File: src/hdl/assert_macros.svh
// Assertion helpers shared by the RTL.
`ifndef ASSERT_MACROS_SVH
`define ASSERT_MACROS_SVH

// Implication checked on every clock edge outside reset.
`define ASSERT_IMPL(label, ante, cons) \
    label: assert property (@(posedge clk) disable iff (!rst_n) (ante) |-> (cons)) \
        else $error("assertion failed");

// Next-cycle implication checked outside reset.
`define ASSERT_NEXT(label, ante, cons) \
    label: assert property (@(posedge clk) disable iff (!rst_n) (ante) |=> (cons)) \
        else $error("assertion failed");

`endif

File: src/hdl/nfb_pkg.sv
package nfb_pkg;

    localparam int FrameBytes = 262144;
    localparam int AddrW = 18;
    localparam int RowBytes = 512;
    localparam int RowAddrW = 9;
    localparam int MaxLinePixels = 1024;

    typedef enum logic [1:0] {
        OP_WRITE = 2'd0,
        OP_READ  = 2'd1,
        OP_BLIT  = 2'd2,
        OP_NONE  = 2'd3
    } op_t;

    // Classified command handed from the front to the back.
    typedef struct packed {
        op_t         op;
        logic        refuse;
        logic [17:0] addr;
        logic [7:0]  wdata;
        logic [20:0] src_p;
        logic [20:0] dst_p;
        logic [20:0] row_step;
        logic        bottom_up;
        logic [10:0] width;
        logic [10:0] height;
    } cmd_t;

    typedef enum logic [2:0] {
        BK_IDLE,
        BK_RD_REQ,
        BK_RD_WAIT,
        BK_WR_REQ,
        BK_WR_STORE,
        BK_DONE
    } back_state_t;

    typedef enum logic [2:0] {
        FR_IDLE,
        FR_MUL1,
        FR_MUL2,
        FR_CHECK,
        FR_PUSH
    } front_state_t;

endpackage

File: src/hdl/nfb_queue.sv
module nfb_queue (
    input  logic            clk,
    input  logic            rst_n,
    input  logic            push,
    input  nfb_pkg::cmd_t   push_cmd,
    output logic            full,
    input  logic            pop,
    output logic            not_empty,
    output nfb_pkg::cmd_t   head
);

    nfb_pkg::cmd_t slot_reg [2];
    logic [1:0] cnt_reg, cnt_next;
    logic       rp_reg, wp_reg;

    // Two-entry command queue between front and back.
    always_ff @(posedge clk or negedge rst_n)
    begin
        if (!rst_n)
        begin
            cnt_reg <= 2'd0;
            rp_reg <= 1'b0;
            wp_reg <= 1'b0;
        end
        else
        begin
            cnt_reg <= cnt_next;
            if (push && !full)
                wp_reg <= ~wp_reg;
            if (pop && not_empty)
                rp_reg <= ~rp_reg;
        end
    end

    always_ff @(posedge clk)
    begin
        if (push && !full)
            slot_reg[wp_reg] <= push_cmd;
    end

    always_comb
    begin
        cnt_next = cnt_reg + 2'((push && !full) ? 1 : 0) - 2'((pop && not_empty) ? 1 : 0);
    end

    assign full = cnt_reg == 2'd2;
    assign not_empty = cnt_reg != 2'd0;
    assign head = slot_reg[rp_reg];

endmodule

File: config.mk
export PLATFORM = sky130hd
export DESIGN_NAME = nfb_queue
export DESIGN_NICKNAME = d
export VERILOG_FILES = /design/src/hdl/assert_macros.svh /design/src/hdl/nfb_pkg.sv /design/src/hdl/nfb_queue.sv
export SDC_FILE = /design/constraint.sdc
export NUM_CORES = 1
export LEC_CHECK = 0
export ABC_AREA = 1
export BUFFER_PORTS_ARGS = -buffer_cell sky130_fd_sc_hd__buf_4
export CAP_MARGIN = 25
export CORE_MARGIN = 4
export CORE_UTILIZATION = 34
export CTS_CLUSTER_SIZE = 30
export DETAILED_ROUTE_END_ITERATION = 12
export GPL_TIMING_DRIVEN = 0
export PLACE_DENSITY_LB_ADDON = 0.1
export SLEW_MARGIN = 20
export SYNTH_ARGS = -nofsm -noshare
export SYNTH_HDL_FRONTEND = slang
export SYNTH_SLANG_ARGS = --single-unit
export TNS_END_PERCENT = 5
File: constraint.sdc
create_clock -name clk -period 5.44 [get_ports clk]
set_input_delay 0.272 -clock clk [delete_from_list [all_inputs] [get_ports clk]]
set_output_delay 0.272 -clock clk [all_outputs]
set_load 0.02 [all_outputs]
==> results.py, run 1 <==
metrics = {
    "status": {
        "status": "complete, no violations",
    },
    "yosys": {
        "synth.distinct_cells": 11,
        "syn-cell-area_um2": 8610,
        "yosysTopAreaCell": "edfxtp_1",
        "yosysTopAreaCellShare_pct": 80.3,
        "syn_area_per_cell_um2": 13.6,
        "synthCells": 633,
        "ys_ff_latch": 234,
        "yosysWarnings": 0,
        "synth_fp_nets": 754,
        "ys_top_cells_by_area": "edfxtp_1 80%, nand2_1 16%, dfrtp_1 1.2%",
        "seq_area_frac_synth_pct": 81.4,
    },
    "sta": {
        "finalMaxSlewViolations": 0,
        "worst_pin_slew_ps": 699,
        "fmax_mhz": 470,
        "finalSetupViolations": 0,
        "finalClockSkew_ps": 23.2,
        "period_minus_slack_ps": 2130,
        "fin_crit_sh_pct": 39.1,
        "fin_tns_setup_ps": 0,
        "rsz0062_at_grt": "false",
        "finalHoldViolCount": 0,
        "hold_ws_ps": 104,
        "maxSlewHeadroom_pct": 53.3,
    },
    "floorplanning": {
        "coreArea_um2": 24600,
        "fp.dieH_um": 167,
        "die_area_um2": 27900,
        "io_pins": 236,
        "die_x_um": 167,
        "floorplan.initialDensity_pct": 35.0,
        "fp-row-count": 57,
    },
    "cts": {
        "clk_path_buf_depth": 3,
        "h-tree-depth": 1,
        "postCtsSetupBuffers": 0,
        "cts.clk_slew.worst_paths_ps": 60,
        "cts_buffers": 26,
        "worstSkewPairLatency_ps": 520,
        "cts_tree": "done",
        "root_buffer": "clkbuf_16",
        "cts.sinks": 234,
    },
    "critical_path": {
        "crit_path_end_kind": "flip-flop",
        "critical_path_required_ps": 5650,
        "critPathMaxFanout": 20,
        "worstSetupStartpointType": "flip-flop",
        "cp.arrival_ps": 2340,
        "path_class": "flip-flop to flip-flop",
    },
    "detailed_routing": {
        "wl_per_cell_um": 14.8,
        "vias": 5741,
        "postRouteAntennaNets": 0,
        "wl_mm": 20.2,
        "drt_iter0_drc": 282,
        "vias_per_cell": 4.22,
        "first_pass_iters": 5,
        "drc_errors": 0,
    },
    "power": {
        "power_density_nw_per_um2": 534,
        "p_leak_nw": 5.52,
        "ir_drop_v": 0.000325,
    },
    "layout": {
        "drive_gt1_share_pct": 29.2,
        "n_antenna_cell": 0,
        "fillers": 2153,
        "largest_reg_flops": 230,
        "syn2layout_area_growth_pct": 50.3,
        "fin_nets": 1141,
    },
    "place": {
        "gp_congestion": 0.710,
        "port-buffer-count": 235,
        "place_hpwl_mm": 13.2,
    },
    "global_routing": {
        "grtUsageTotal_pct": 13.8,
        "grt_pass1_vias": 5747,
        "antenna_found_initial": 1,
        "overflow": 0,
        "grt_max_degree": 75,
        "grt_pass1_wl_mm": 31.3,
    },
    "worst_hold_path": {
        "hp-class": "primary input to asynchronous set/reset pin",
    },
    "run": {
        "maxCapViolCount": 0,
    },
}
final cells by class:
cell class                      count  area [µm²]  share of cell area (%)
Buffer                             25         171                    1.33
Clock buffer                       34         702                    5.43
Clock inverter                     11        77.6                   0.600
Inverter                           10        47.5                   0.368
Multi-Input combinational cell    364        1400                    10.8
Sequential cell                   234        7010                    54.2
Tap cell                          324         405                    3.13
Timing Repair Buffer              359        3130                    24.2
cells by family (layout without fill, tap and decap cells):
kind of cell               count (synthesis)  count (layout)  share of synthesized area (%)
and+or+nand+nor                          362             362                           15.8
DFF                                      234             234                           81.4
buffers and inverters                     35             439                           2.46
adders and majority gates                  2               2                          0.291
metal layers:
metal	part of all wire [%]	GRT usage (%)	vias to the layer above
met3	8.6	4.38	34
met4	2.3	3.38	2
met2	47	22.8	198
met5	0.059	0	-
met1	42	17.9	2601
li1	-	-	2906
synth_stat cells, drive strengths merged:
master and count:
buf 25, edfxtp 230, dfrtp 4, ha 2, nand2 358, nand3 3
nor2 1, inv 10
final timing paths:
path	cells past startpoint	endpoint	start	slack (ps)
max reg2reg	6	slot_reg[1][54]$_DFFE_PP_	cnt_reg[1]$_DFF_PN0_	3310
min reg2reg	2	wp_reg$_DFFE_PN0N_	wp_reg$_DFFE_PN0N_	490
max in group asynchronous	2	cnt_reg[1]$_DFF_PN0_	rst_n	5230
min in group clk	4	wp_reg$_DFFE_PN0N_	push	110
min	2	cnt_reg[0]$_DFF_PN0_	rst_n	100
max	6	slot_reg[1][54]$_DFFE_PP_	cnt_reg[1]$_DFF_PN0_	3310
power breakdown:
part	switching (W)	total, W	leakage [nW]	internal (W)
clock network	0.000651	0.00160	0.383	0.000948
logic	0.00172	0.00277	2.95	0.00105
registers	0.0000787	0.00253	2.19	0.00245
what timing repair did:
action,CTS,global route
hold buffers,117,0
resized for setup,0,0
hold endpoints to repair,235,0
critical path, stage by stage, from the launching register on:
cell	delay (ps)
dfrtp_1	390
nand2_1	110
nand2_1	130
nor2_4	560
buf_16	240
buf_16	180
buf_16	180
stage by stage:
step	total power (W)	util [%]	instance area (µm²)	worst slack, ps	std cells
after floorplan	0.00407	-	8610	1450	633
final	0.00690	52.6	12900	3310	1361
after global routing	0.00731	52.6	12900	3190	1361
after detailed placement	0.00534	44.6	11000	3300	1199
after global placement	0.00530	43.8	10800	-660	1192
after CTS	0.00703	52.6	12900	3260	1361
cell usage in the layout (no fill, tap or decap), types with 2 or more instances in the layout:
master | synthesis | final
ha_1 | 2 | 2
clkinv_2 | 0 | 4
clkbuf_16 | 0 | 27
nand3_1 | 3 | 3
buf_2 | 14 | 14
clkinv_1 | 0 | 5
buf_6 | 5 | 5
clkbuf_1 | 0 | 7
dlygate4sd3_1 | 0 | 117
edfxtp_1 | 230 | 230
nand2_1 | 358 | 358
buf_4 | 6 | 241
dfrtp_1 | 4 | 4
buf_16 | 0 | 7
inv_1 | 9 | 8
Power figures use the tool's default switching activity.
==> run 2: changes to the inputs <==
Clock period 5.44 ns to 1.7 ns, I/O delays scaled along.
==> results.py, run 2 (synthesis results as in run 1) <==
metrics = {
    "status": {
        "status": "finished with violations",
        "violations": "setup timing",
    },
    "sta": {
        "rsz0062_at_grt": "true",
        "maxSlewHeadroom_pct": 69.6,
        "fin_crit_sh_pct": 106,
        "finalMaxSlewViolations": 0,
        "finalSetupViolations": 154,
        "finalClockSkew_ps": 8.75,
        "layout_setup_ws_ps": -94.5,
        "fmax_mhz": 557,
        "finalHoldViolCount": 0,
        "worst_pin_slew_ps": 455,
        "period_minus_slack_ps": 1790,
        "fin_tns_setup_ps": -8930,
        "hold_ws_ps": 294,
    },
    "place": {
        "port-buffer-count": 235,
        "post-place-ws_ps": -329,
        "gp_congestion": 0.693,
        "place_hpwl_mm": 13.5,
    },
    "cts": {
        "cts_tree": "done",
        "worstSkewPairLatency_ps": 510,
        "cts_buffers": 27,
        "cts.clk_slew.worst_paths_ps": 60,
        "h-tree-depth": 1,
        "cts.sinks": 234,
        "root_buffer": "clkbuf_16",
        "clk_path_buf_depth": 3,
    },
    "layout": {
        "largest_reg_flops": 230,
        "syn2layout_area_growth_pct": 63.5,
        "fin_nets": 1161,
        "final_cell_mix": "278 x nand2_1, 230 x edfxtp_1, 151 x buf_4",
        "fin_util_pct": 57.2,
        "fillers": 2034,
        "mostFrequentLayoutCell": "nand2_1",
        "drive_gt1_share_pct": 38.3,
        "multiInputGateArea_um2": 1650,
        "regArea_um2": 7010,
    },
    "detailed_routing": {
        "postRouteAntennaNets": 0,
        "drt_iter0_drc": 231,
        "first_pass_iters": 4,
        "maxUsedRoutingLayer": "met4",
        "wl_per_cell_um": 15.3,
        "wl_met2_mm": 10.1,
        "drt-met1-wl_mm": 8.86,
        "drc_errors": 0,
        "wl_mm": 21.2,
        "met3_length_mm": 1.81,
        "vias_per_cell": 4.23,
        "vias": 5850,
    },
    "global_routing": {
        "grtUsageTotal_pct": 14.1,
        "grt_pass1_wl_mm": 31.7,
        "antenna_found_initial": 1,
        "overflow": 0,
        "grt_pass1_vias": 5915,
        "grt_max_degree": 25,
    },
    "run": {
        "maxCapViolCount": 0,
    },
    "worst_hold_path": {
        "hp-class": "primary input to flip-flop",
        "min_path_cells": 2,
    },
    "power": {
        "p_leak_nw": 5.91,
        "ir_drop_v": 0.00102,
        "power_density_nw_per_um2": 1780,
    },
    "critical_path": {
        "cp.arrival_ps": 1710,
        "worstRegToRegCells": 6,
        "critPathMaxFanout": 8,
        "worstSetupStartpointType": "flip-flop",
        "crit_path_end_kind": "output port",
        "critical_path_required_ps": 1620,
        "path_class": "flip-flop to output port",
    },
    "floorplanning": {
        "die_area_um2": 27900,
        "die_x_um": 167,
        "fp.dieH_um": 167,
        "fp-row-count": 57,
        "io_pins": 236,
        "coreArea_um2": 24600,
        "floorplan.initialDensity_pct": 35.0,
    },
}
[run 2: worst max-delay path: stages, from the launching register on]
cell	delay, ps
dfrtp_1	370
buf_12	170
clkinv_16	80
buf_16	160
clkbuf_16	160
nand2_1	60
nand2_1	60
buf_6	130
[run 2: report_power, final]
part / switching (W) / total [W] / internal, W / leakage, nW
Clock: 0.00214 / 0.00547 / 0.00333 / 0.415
Combinational: 0.00624 / 0.0114 / 0.00515 / 3.31
Sequential: 0.000303 / 0.00815 / 0.00785 / 2.19
[run 2: timing repair]
item                                    CTS  global route
gates cloned                              0             5
endpoints found under the setup margin  226           194
hold endpoints to repair                236             0
hold buffers                            119             0
resized for setup                        17           214
pin swaps                                 2            15
setup buffers                             1             7
[run 2: worst paths after layout]
path / startpoint / endpoint / slack (ps)
max: rp_reg$_DFFE_PN0P_ / head[109] / -90
min: push_cmd[89] / slot_reg[0][89]$_DFFE_PP_ / 290
max reg2reg: cnt_reg[0]$_DFF_PN0_ / slot_reg[0][56]$_DFFE_PP_ / -80
min reg2reg: wp_reg$_DFFE_PN0N_ / wp_reg$_DFFE_PN0N_ / 490
max in group asynchronous: rst_n / cnt_reg[0]$_DFF_PN0_ / 1020
min in group asynchronous: rst_n / cnt_reg[1]$_DFF_PN0_ / 500
[run 2: final cells by class]
type | instances | share of cell area (%)
Antenna cell | 1 | 0.0178
Clock buffer | 30 | 4.88
Sequential cell | 234 | 49.8
Multi-Input combinational cell | 364 | 11.7
Timing Repair Buffer | 378 | 26.9
Inverter | 10 | 0.480
Tap cell | 324 | 2.88
Buffer | 25 | 2.21
Clock inverter | 16 | 1.09
[run 2: through the flow]
step | power [W] | instances | area, µm²
after global routing | 0.0264 | 1382 | 14100
after floorplan | 0.0130 | 633 | 8630
after detailed placement | 0.0172 | 1203 | 11100
final | 0.0250 | 1382 | 14100
after CTS | 0.0232 | 1369 | 13200
after global placement | 0.0167 | 1192 | 10800
[run 2: routing by layer]
| layer | GRT usage, % | vias up |
|---|---|---|
| met5 | 0 | - |
| met4 | 3.52 | 0 |
| met3 | 4.81 | 37 |
| met2 | 23.1 | 184 |
| met1 | 18.1 | 2677 |
| li1 | - | 2952 |
