## src/hdl/assert_macros.svh

```systemverilog
// Assertion helpers shared by the RTL.
`ifndef ASSERT_MACROS_SVH
`define ASSERT_MACROS_SVH

// Implication checked on every clock edge outside reset.
`define ASSERT_IMPL(label, ante, cons) \
    label: assert property (@(posedge clk) disable iff (!rst_n) (ante) |-> (cons)) \
        else $error("assertion failed");

// Next-cycle implication checked outside reset.
`define ASSERT_NEXT(label, ante, cons) \
    label: assert property (@(posedge clk) disable iff (!rst_n) (ante) |=> (cons)) \
        else $error("assertion failed");

`endif

```

## src/hdl/nfb_pkg.sv

```systemverilog
package nfb_pkg;

    localparam int FrameBytes = 262144;
    localparam int AddrW = 18;
    localparam int RowBytes = 512;
    localparam int RowAddrW = 9;
    localparam int MaxLinePixels = 1024;

    typedef enum logic [1:0] {
        OP_WRITE = 2'd0,
        OP_READ  = 2'd1,
        OP_BLIT  = 2'd2,
        OP_NONE  = 2'd3
    } op_t;

    // Classified command handed from the front to the back.
    typedef struct packed {
        op_t         op;
        logic        refuse;
        logic [17:0] addr;
        logic [7:0]  wdata;
        logic [20:0] src_p;
        logic [20:0] dst_p;
        logic [20:0] row_step;
        logic        bottom_up;
        logic [10:0] width;
        logic [10:0] height;
    } cmd_t;

    typedef enum logic [2:0] {
        BK_IDLE,
        BK_RD_REQ,
        BK_RD_WAIT,
        BK_WR_REQ,
        BK_WR_STORE,
        BK_DONE
    } back_state_t;

    typedef enum logic [2:0] {
        FR_IDLE,
        FR_MUL1,
        FR_MUL2,
        FR_CHECK,
        FR_PUSH
    } front_state_t;

endpackage

```

## src/hdl/nfb_front.sv

```systemverilog
module nfb_front (
    input  logic                  clk,
    input  logic                  rst_n,
    input  logic                  in_valid,
    output logic                  in_stall,
    input  logic [1:0]            op,
    input  logic [17:0]           byte_addr,
    input  logic [7:0]            write_data,
    input  logic [9:0]            src_x,
    input  logic [9:0]            src_y,
    input  logic [9:0]            dst_x,
    input  logic [9:0]            dst_y,
    input  logic [10:0]           rect_width,
    input  logic [10:0]           rect_height,
    input  logic [10:0]           line_width,
    output logic                  cmd_valid,
    output nfb_pkg::cmd_t         cmd,
    input  logic                  cmd_full
);

    nfb_pkg::front_state_t state_reg, state_next;
    nfb_pkg::cmd_t         cmd_reg, cmd_next;
    logic [9:0]  sx_reg, sy_reg, dx_reg, dy_reg;
    logic [10:0] lw_reg;
    logic [21:0] prod;
    logic [9:0]  y_sel;

    // Shared multiplier: row number times line width.
    always_comb
    begin
        y_sel = (state_reg == nfb_pkg::FR_MUL1) ? sy_reg : dy_reg;
        prod = 22'(y_sel) * 22'(lw_reg);
    end

    always_ff @(posedge clk or negedge rst_n)
    begin
        if (!rst_n)
        begin
            state_reg <= nfb_pkg::FR_IDLE;
        end
        else
        begin
            state_reg <= state_next;
        end
    end

    always_ff @(posedge clk)
    begin
        cmd_reg <= cmd_next;
        if (state_reg == nfb_pkg::FR_IDLE && in_valid)
        begin
            sx_reg <= src_x;
            sy_reg <= src_y;
            dx_reg <= dst_x;
            dy_reg <= dst_y;
            lw_reg <= {line_width[10:1], 1'b0};
        end
    end

    // Accept, compute rectangle start addresses and check sizes for blits, then push.
    always_comb
    begin
        state_next = state_reg;
        cmd_next = cmd_reg;
        in_stall = 1'b1;
        cmd_valid = 1'b0;
        unique case (state_reg)
            nfb_pkg::FR_IDLE:
            begin
                in_stall = 1'b0;
                if (in_valid)
                begin
                    cmd_next.op = nfb_pkg::op_t'(op);
                    cmd_next.addr = byte_addr;
                    cmd_next.wdata = write_data;
                    cmd_next.width = rect_width;
                    cmd_next.height = rect_height;
                    cmd_next.bottom_up = src_y < dst_y;
                    cmd_next.refuse = 1'b0;
                    cmd_next.row_step = {10'd0, line_width[10:1], 1'b0};
                    if (op == nfb_pkg::OP_BLIT)
                        state_next = nfb_pkg::FR_MUL1;
                    else
                        state_next = nfb_pkg::FR_PUSH;
                end
            end
            nfb_pkg::FR_MUL1:
            begin
                cmd_next.src_p = 21'(prod + 22'(sx_reg));
                state_next = nfb_pkg::FR_MUL2;
            end
            nfb_pkg::FR_MUL2:
            begin
                cmd_next.dst_p = 21'(prod + 22'(dx_reg));
                state_next = nfb_pkg::FR_CHECK;
            end
            nfb_pkg::FR_CHECK:
            begin
                // Empty and too-wide rectangles are settled here; memory bounds in the back.
                state_next = nfb_pkg::FR_PUSH;
                if (cmd_reg.width == 11'd0 || cmd_reg.height == 11'd0)
                begin
                    cmd_next.op = nfb_pkg::OP_NONE;
                end
                else if (cmd_reg.width > 11'(nfb_pkg::MaxLinePixels))
                begin
                    cmd_next.refuse = 1'b1;
                end
            end
            nfb_pkg::FR_PUSH:
            begin
                cmd_valid = 1'b1;
                if (!cmd_full)
                    state_next = nfb_pkg::FR_IDLE;
            end
            default:
            begin
                state_next = nfb_pkg::FR_IDLE;
            end
        endcase
    end

    assign cmd = cmd_reg;

endmodule

```

## config.mk

```make
export PLATFORM = sky130hd
export DESIGN_NAME = nfb_front
export DESIGN_NICKNAME = d
export VERILOG_FILES = /design/src/hdl/assert_macros.svh /design/src/hdl/nfb_pkg.sv /design/src/hdl/nfb_front.sv
export SDC_FILE = /design/constraint.sdc
export NUM_CORES = 1
export LEC_CHECK = 0
export ABC_CLOCK_PERIOD_IN_PS = 10650
export BUFFER_PORTS_ARGS = -buffer_cell sky130_fd_sc_hd__buf_2
export CAP_MARGIN = 20
export CORE_MARGIN = 2
export CORE_UTILIZATION = 40
export DETAILED_ROUTE_END_ITERATION = 10
export PLACE_DENSITY = 0.59
export SLEW_MARGIN = 20
export SYNTH_ARGS = -nofsm -noshare
export SYNTH_HDL_FRONTEND = slang
export SYNTH_SLANG_ARGS = --single-unit
```

## constraint.sdc

```tcl
create_clock -name clk -period 10.65 [get_ports clk]
set_input_delay 1.065 -clock clk [delete_from_list [all_inputs] [get_ports clk]]
set_output_delay 1.065 -clock clk [all_outputs]
set_load 0.03 [all_outputs]
```

==> results.md, run 1 <==
* Status: complete, no violations
* Detailed Routing Iterations Pass 1 at 4
* Ys flop type: edfxtp_1
* Antenna Nets Post-Route at 0
* Initial antenna violation count at 1
* Adder-cell area share of the yosys netlist at 23.85%
* Synthesis-to-layout area growth at 20.69%
* Nets at 1,231
* DIE AREA at 25,450 um2
* Worst-Margin Slew at 0.9120 ns
* H-tree depth at 4
* Clock insertion delay at the later pin of the skew report at 0.44 ns
* Setup crit end kind: register
* Fin. max-slew vios at 0
* Clock Path Buffers at 2
* Vias in the first global route at 6,435
* Synth Area in Simple Gates at roughly an eighth
* Distinct cell type count after synthesis at 72
* FF-to-FF path depth at 22
* Avg WL per Cell at about 15 um
* DRT iter0 DRCs at 232
* Hold_buf cts at 0
* CTS buffer count at 17
* Fmax at 138.7 MHz
* Gr ovfl total at 0
* Clk root buf: clkbuf_16
* WL final at 19,300 um
* Max reg flops at 94
* DRC violations left at 0
* Via/cell ratio at 4.721
* #FFs+latches synth at 147
* Core area at 23,610 um2
* Via count at 6,199
* Seq/Total Area, Yosys at 45.47%
* Cell Area, Synth at 9676 um2
* Io pins at 222
* Sink Count at 147
* Largest family of logic cells by synthesized area: adder cells
* Global-route wire length before repair at 32,060 um
* Average cell area after synthesis at 12.76 um2
* Share of cells above drive strength 1 at 29.61%
* Crit-path max FO at 12
* Max Cap Viol at 0
* Min Clock Period, post-route at 7.210 ns
* CTS tree: built
* Die Ht at 159.5 um
* Async SR Flop Fraction at 2.041%
* CP required at 10.81 ns
* Mapped Cells at 758
* Final Wtd Congestion at 0.7827
* Setup bufs post-CTS at 0
* Final hold vios at 0
* CP Launch Type: register
* Commonest cells after routing, fill and taps aside: 209 x buf_2, 144 x edfxtp_1, 82 x inv_1, 82 x ha_1, 64 x fa_1
* Portion of netlist area occupied by mux cells at 1.254%
* Final TNS setup at 0 ns
* Tcrit/Tclk final at 67.70%
* DIE WIDTH at 159.5 um
* Row cnt at 56
* Compound-Gate Fraction of Synth Area at between 7 and 8%
* RSZ-0062 raised after global routing: no
* Largest net degree at the start of global routing at 66
* EDFF count, synth at 144
* Endpoints failing setup at 0
* Post-CTS Resized at 0
* Synth Area in XOR/XNOR at 4.229%
* Total GRT Usage at 15.73%
* Max Clock Skew at 0.02421 ns
* Reg clk slew, reported paths at around 0.07 ns
* Crit path kind: register to register
* Arr. time, crit path at 7.37 ns
* Post-DP HPWL at roughly 15,000 um
* Hold/Removal Path Class: primary input to async pin
* Reg2reg start: state_reg[1]
* IO buf count at ~210
* Starting Density at 40.98%
* Reg-to-reg slack, setup at 3.44 ns
* Rel. slew slack at 37.46%
* Crit path from: state_reg[1]
* Synth warn at 0
* Commonest non-fill, non-tap cell in the layout: buf_2
[layer usage]
metal | share of wire [%] | wire length, um | vias up | global-route usage, %
met3 | 5.1 | 991 | 16 | 3.751
met2 | 48 | 9188 | 157 | 26.35
met1 | 46 | 8844 | 2953 | 20.21
met5 | 0 | 0 | - | 0
li1 | - | - | 3073 | -
met4 | 1.4 | 271 | 0 | 4.917
[area by class of cell]
type	instances	area (um2)
Clock inverter	15	183.9
Inverter	83	314.1
Sequential cell	147	4399
Fill cell	2169	11940
Multi-Input combinational cell	518	4877
Antenna cell	1	2.502
Timing Repair Buffer	213	1076
Tap cell	319	399.1
Clock buffer	17	425.4
[worst paths after layout]
kind	end
min reg2reg	cmd[44]
min	state_reg[0]
min in group clk	cmd[44]
max reg2reg	cmd[84]
max in group asynchronous	state_reg[1]
max	cmd[84]
[through the flow]
step           instance area [um2]  hold slack [ns]  std cells  util [%]  setup WS (ns)
2_1_floorplan                 9713           0.4003        768         -          3.286
3_3_place_gp                 11060           0.4019       1280     46.86          3.400
3_5_place_dp                 11060           0.4179       1280     46.86          3.400
4_1_cts                      11670           0.3989       1312     49.44          3.388
5_1_grt                      11680           0.4059       1313     49.45          2.788
6_report                     11680           0.4202       1313     49.45          3.440
[cell usage after synthesis (9+ instances only)]
cell type  count  share of area [%]
edfxtp_1     144                 45
inv_1         83                3.2
ha_1          82                 11
fa_1          64                 13
nand2_1       51                2.0
and2_1        48                3.1
nor2_1        24               0.93
xnor2_1       24                2.2
a21oi_1       23                1.2
nor2b_1       20                1.3
xor2_1        19                1.7
a21o_1        17                1.3
buf_4         11               0.85
nand2b_1      10               0.65
nor3_1        10               0.52
mux2_2         9                1.0
[critical path, cell delays in order, from the launching register on]
cell and delay (ns):
dfrtp_1 0.46, nor3b_2 0.24, buf_4 0.26, mux2i_1 0.79, nor2b_1 0.16, fa_1 0.48, fa_1 0.54, inv_1 0.05
fa_1 0.47, inv_1 0.05, fa_1 0.52, inv_1 0.05, fa_1 0.52, inv_1 0.04, ha_1 0.39, a21oi_2 0.17
o21ai_1 0.15, or4_4 0.46, o21a_4 0.23, o311ai_4 0.38, nand4b_4 0.19, nor3_2 0.22, xnor2_1 0.10
[logic make-up (layout without fill, tap and decap cells)]
kind of cell,Yosys count,in the layout
muxes,11,11
other,1,12
xor gates and xnor gates,45,45
buffers and inverters,103,328
and+or+nand+nor,211,211
DFF,147,147
AOI/OAI and AO/OA,94,94
adders and majority gates,146,146
Power of run 1 is not shown: default switching activity piles up to over one toggle a cycle in this logic, so the estimate is an artifact.
==> inputs of run 2 (changes only) <==
--- a/config.mk
+++ b/config.mk
@@ -5,7 +5,8 @@
 export SDC_FILE = /design/constraint.sdc
 export NUM_CORES = 1
 export LEC_CHECK = 0
-export ABC_CLOCK_PERIOD_IN_PS = 10650
+export ABC_AREA = 1
+export ABC_CLOCK_PERIOD_IN_PS = 6650
 export BUFFER_PORTS_ARGS = -buffer_cell sky130_fd_sc_hd__buf_2
 export CAP_MARGIN = 20
 export CORE_MARGIN = 2
==> constraint.sdc (replaced) <==
create_clock -name clk -period 6.65 [get_ports clk]
set_input_delay 0.665 -clock clk [delete_from_list [all_inputs] [get_ports clk]]
set_output_delay 0.665 -clock clk [all_outputs]
set_load 0.03 [all_outputs]
==> results.md, run 2 <==
* Filler cells at 2,295 (+5.8%)
* Io pins at 222 (unchanged)
* Commonest non-fill, non-tap cell in the layout: buf_2
* Reg-to-reg slack, setup at 0.36 ns (-3.08 ns)
* Seq/Total Area, Yosys at 44.75% (-0.72 points)
* Async SR Flop Fraction at 2.041% (unchanged)
* Multi-input gate area at 4811 um2 (-1.4%)
* Fin. max-slew vios at 0 (unchanged)
* CTS tree: built
* Largest family of logic cells by synthesized area: adder cells
* Design area at 12,140 um2 (+4.0%)
* Reg2reg start: state_reg[2]
* Antenna Nets Post-Route at 0 (unchanged)
* Share of cells above drive strength 1 at 26.35% (-3.3 points)
* #FFs+latches synth at 147 (unchanged)
* N_diodes at 0 (-1)
* Synth Area in XOR/XNOR at 3.398% (-0.83 points)
* Portion of netlist area occupied by mux cells at 0% (-1.3 points)
* Hold/Removal Path Class: primary input to register
* Synth Area in Simple Gates at 16.91% (+4.3 points)
* Synthesis-to-layout area growth at 23.50%
* Clock Path Buffers at 2 (unchanged)
* FF-to-FF path depth at 35 (+59%)
* Ys flop type: edfxtp_1
* Cell Area, Synth at 9831 um2 (+1.6%)
* DIE WIDTH at 160.8 um (+0.78%)
* CP Buf/Inv Count at 8 (+3)
* Max reg flops at 94 (unchanged)
* CP required at 6.83 ns (-3.98 ns)
* Crit-path max cell delay at 0.55 ns (-0.24 ns)
* Via/cell ratio at 4.533 (-4.0%)
* Status: complete, no violations
* Gr ovfl total at 0 (unchanged)
* DIE AREA at 25,850 um2 (+1.6%)
* EDFF count, synth at 144 (unchanged)
* Crit path kind: register to register
* Compound-Gate Fraction of Synth Area at 3.220% (-4.7 points)
* Total GRT Usage at 16.65% (+0.93 points)
* Most frequent CP cell: nand2_1
* Critical hold path startpoint: byte_addr[11]
* Crit-path max FO at 12 (unchanged)
* DRT iter0 DRCs at 251 (+8.2%)
* DRC violations left at 0 (unchanged)
* Min Clock Period, post-route at 6.290 ns (-0.9202 ns)
* Post-DP HPWL at 16,780 um (+12%)
* Via count at 7,026 (+13%)
* CP Launch Type: register
* Avg WL per Cell at 13.60 um (-7.4%)
* Rel. slew slack at 50.51% (+13 points)
* Row cnt at 57 (+1.8%)
* Placed inst area at 11,360 um2 (+2.7%)
* Reg clk slew, reported paths at 0.08 ns (about the same)
* Adder-cell area share of the yosys netlist at 23.47% (-0.38 points)
* Average cell area after synthesis at 10.11 um2 (-21%)
* Hold Path Sink: cmd[105]
* WL final at 21,080 um (+9.3%)
* CP delay by family, top: adder cells
* Synth warn at 0 (unchanged)
* Endpoints failing setup at 0 (unchanged)
* Synth cell count leaders: 199 x nand2_1, 181 x inv_1, 144 x edfxtp_1
* Top-count cell post-synth: nand2_1
* Largest net degree at the start of global routing at 64 (-3.0%)
* Mapped Cells at 972 (+28%)
* Initial antenna violation count at 0 (-1)
* Starting Density at 40.54% (-0.43 points)
* Tcrit/Tclk final at 94.58% (+27 points)
* Die Ht at 160.8 um (+0.78%)
* Max Cap Viol at 0 (unchanged)
* Clk root buf: clkbuf_16
* Setup crit end kind: register
* Top-area cell type share of the netlist area at 43.99% (-0.71 points)
* Top post-synthesis cells by area: edfxtp_1 44%, fa_1 13%, ha_1 10%
* Sink Count at 147 (unchanged)
* Worst Hold Depth at 1
* Final hold vios at 0 (unchanged)
* Arr. time, crit path at 6.47 ns (-0.90 ns)
* Placed insts at 1,516 (+18%)
* Global-route wire length before repair at 33,990 um (+6.0%)
* CP max stage cell: fa_1
* Post-Route Utilization at 50.07% (+0.61 points)
* Worst-Margin Slew at 0.7424 ns (-0.1696 ns)
* Core area at 24,250 um2 (+2.7%)
* H-tree depth at 4 (unchanged)
* Register Area at 4399 um2 (unchanged)
* Fmax at 159.0 MHz (+15%)
* Nets at 1,464 (+19%)
* Commonest cells after routing, fill and taps aside: 209 x buf_2, 197 x nand2_1, 179 x inv_1, 144 x edfxtp_1, 88 x nor2_1
* Critical R2R Capture: cmd[63]
* IO buf count at 209 (unchanged)
* Setup bufs post-CTS at 0 (unchanged)
* CTS buffer count at 17 (unchanged)
* Clock insertion delay at the later pin of the skew report at 0.43 ns (about the same)
* Max Clock Skew at 0.01516 ns (-0.009048 ns)
* Final Wtd Congestion at 0.8565 (+9.4%)
* Detailed Routing Iterations Pass 1 at 5 (+1)
* Final Non-Filler Cells at 1,550 (+18%)
* Area leader, netlist: edfxtp_1
* Distinct cell type count after synthesis at 41 (-43%)
* Vias in the first global route at 7,068 (+9.8%)
[run 2: cell types whose count changed after synthesis, moves of 9 or more]
cell	delta
xnor2_1	-15
or2_2	+9
nor2b_1	-20
mux2_2	-9
and2_1	-47
nand2b_1	-10
o21ai_1	+10
nand2_1	+148
inv_1	+98
nor2_1	+66
a21o_1	-15
nand2_2	+9
nand3_1	+25
[run 2: worst max path at each step]
stage	slack, ns	cells after the start	endpoint	startpoint
2_1_floorplan	0.29	30	cmd[83]	state_reg[2]
3_3_place_gp	0.09	32	cmd[62]	state_reg[0]
3_5_place_dp	-0.005	32	cmd[62]	state_reg[0]
4_1_cts	0.11	32	cmd[62]	state_reg[0]
5_1_grt	-0.02	36	cmd[63]	state_reg[0]
6_report	0.36	35	cmd[63]	state_reg[2]
[run 2: stage by stage]
stage	setup slack, ns	TNS, ns	hold WS [ns]
final	0.3601	0	0.4084
after global routing	-0.01597	-0.02946	0.3857
after CTS	0.1114	0	0.3859
after detailed placement	-0.005139	-0.005139	0.4052
after global placement	0.09459	0	0.4030
after floorplan	0.2854	0	0.3694
[run 2: cell families (layout without fill, tap and decap cells)]
family	after synthesis	in the layout
AO/OA/AOI/OAI	58	58
XOR/XNOR	36	36
adder cells (fa/ha/maj)	146	146
buffers and inverters	204	448
flip-flops	147	147
other	1	11
AND/OR/NAND/NOR	380	380
[run 2: area by class of cell]
| type | instances | share of cell area, % |
|---|---|---|
| flip-flops and latches | 147 | 36.24 |
| multi-input cells | 631 | 39.63 |
| clock inverters | 15 | 1.484 |
| clock buffers | 17 | 3.504 |
| well taps | 324 | 3.339 |
| inverters | 188 | 5.833 |
| repair buffers | 228 | 9.976 |
[run 2: layer usage]
layer	wire length [um]	vias to the layer above	global-route usage (%)
met5	0	-	0
met4	228	0	4.545
met3	1401	16	4.158
met2	10190	199	28.35
met1	9262	3223	21.24
li1	-	3588	-
[run 2: timing repair]
action	CTS	global route
hold endpoints to repair	1	0
pin swaps	0	2
endpoints found under the setup margin	2	22
resized for setup	1	23
hold buffers	1	0
cloned	0	0
Power of run 2 is left out for the same reason.
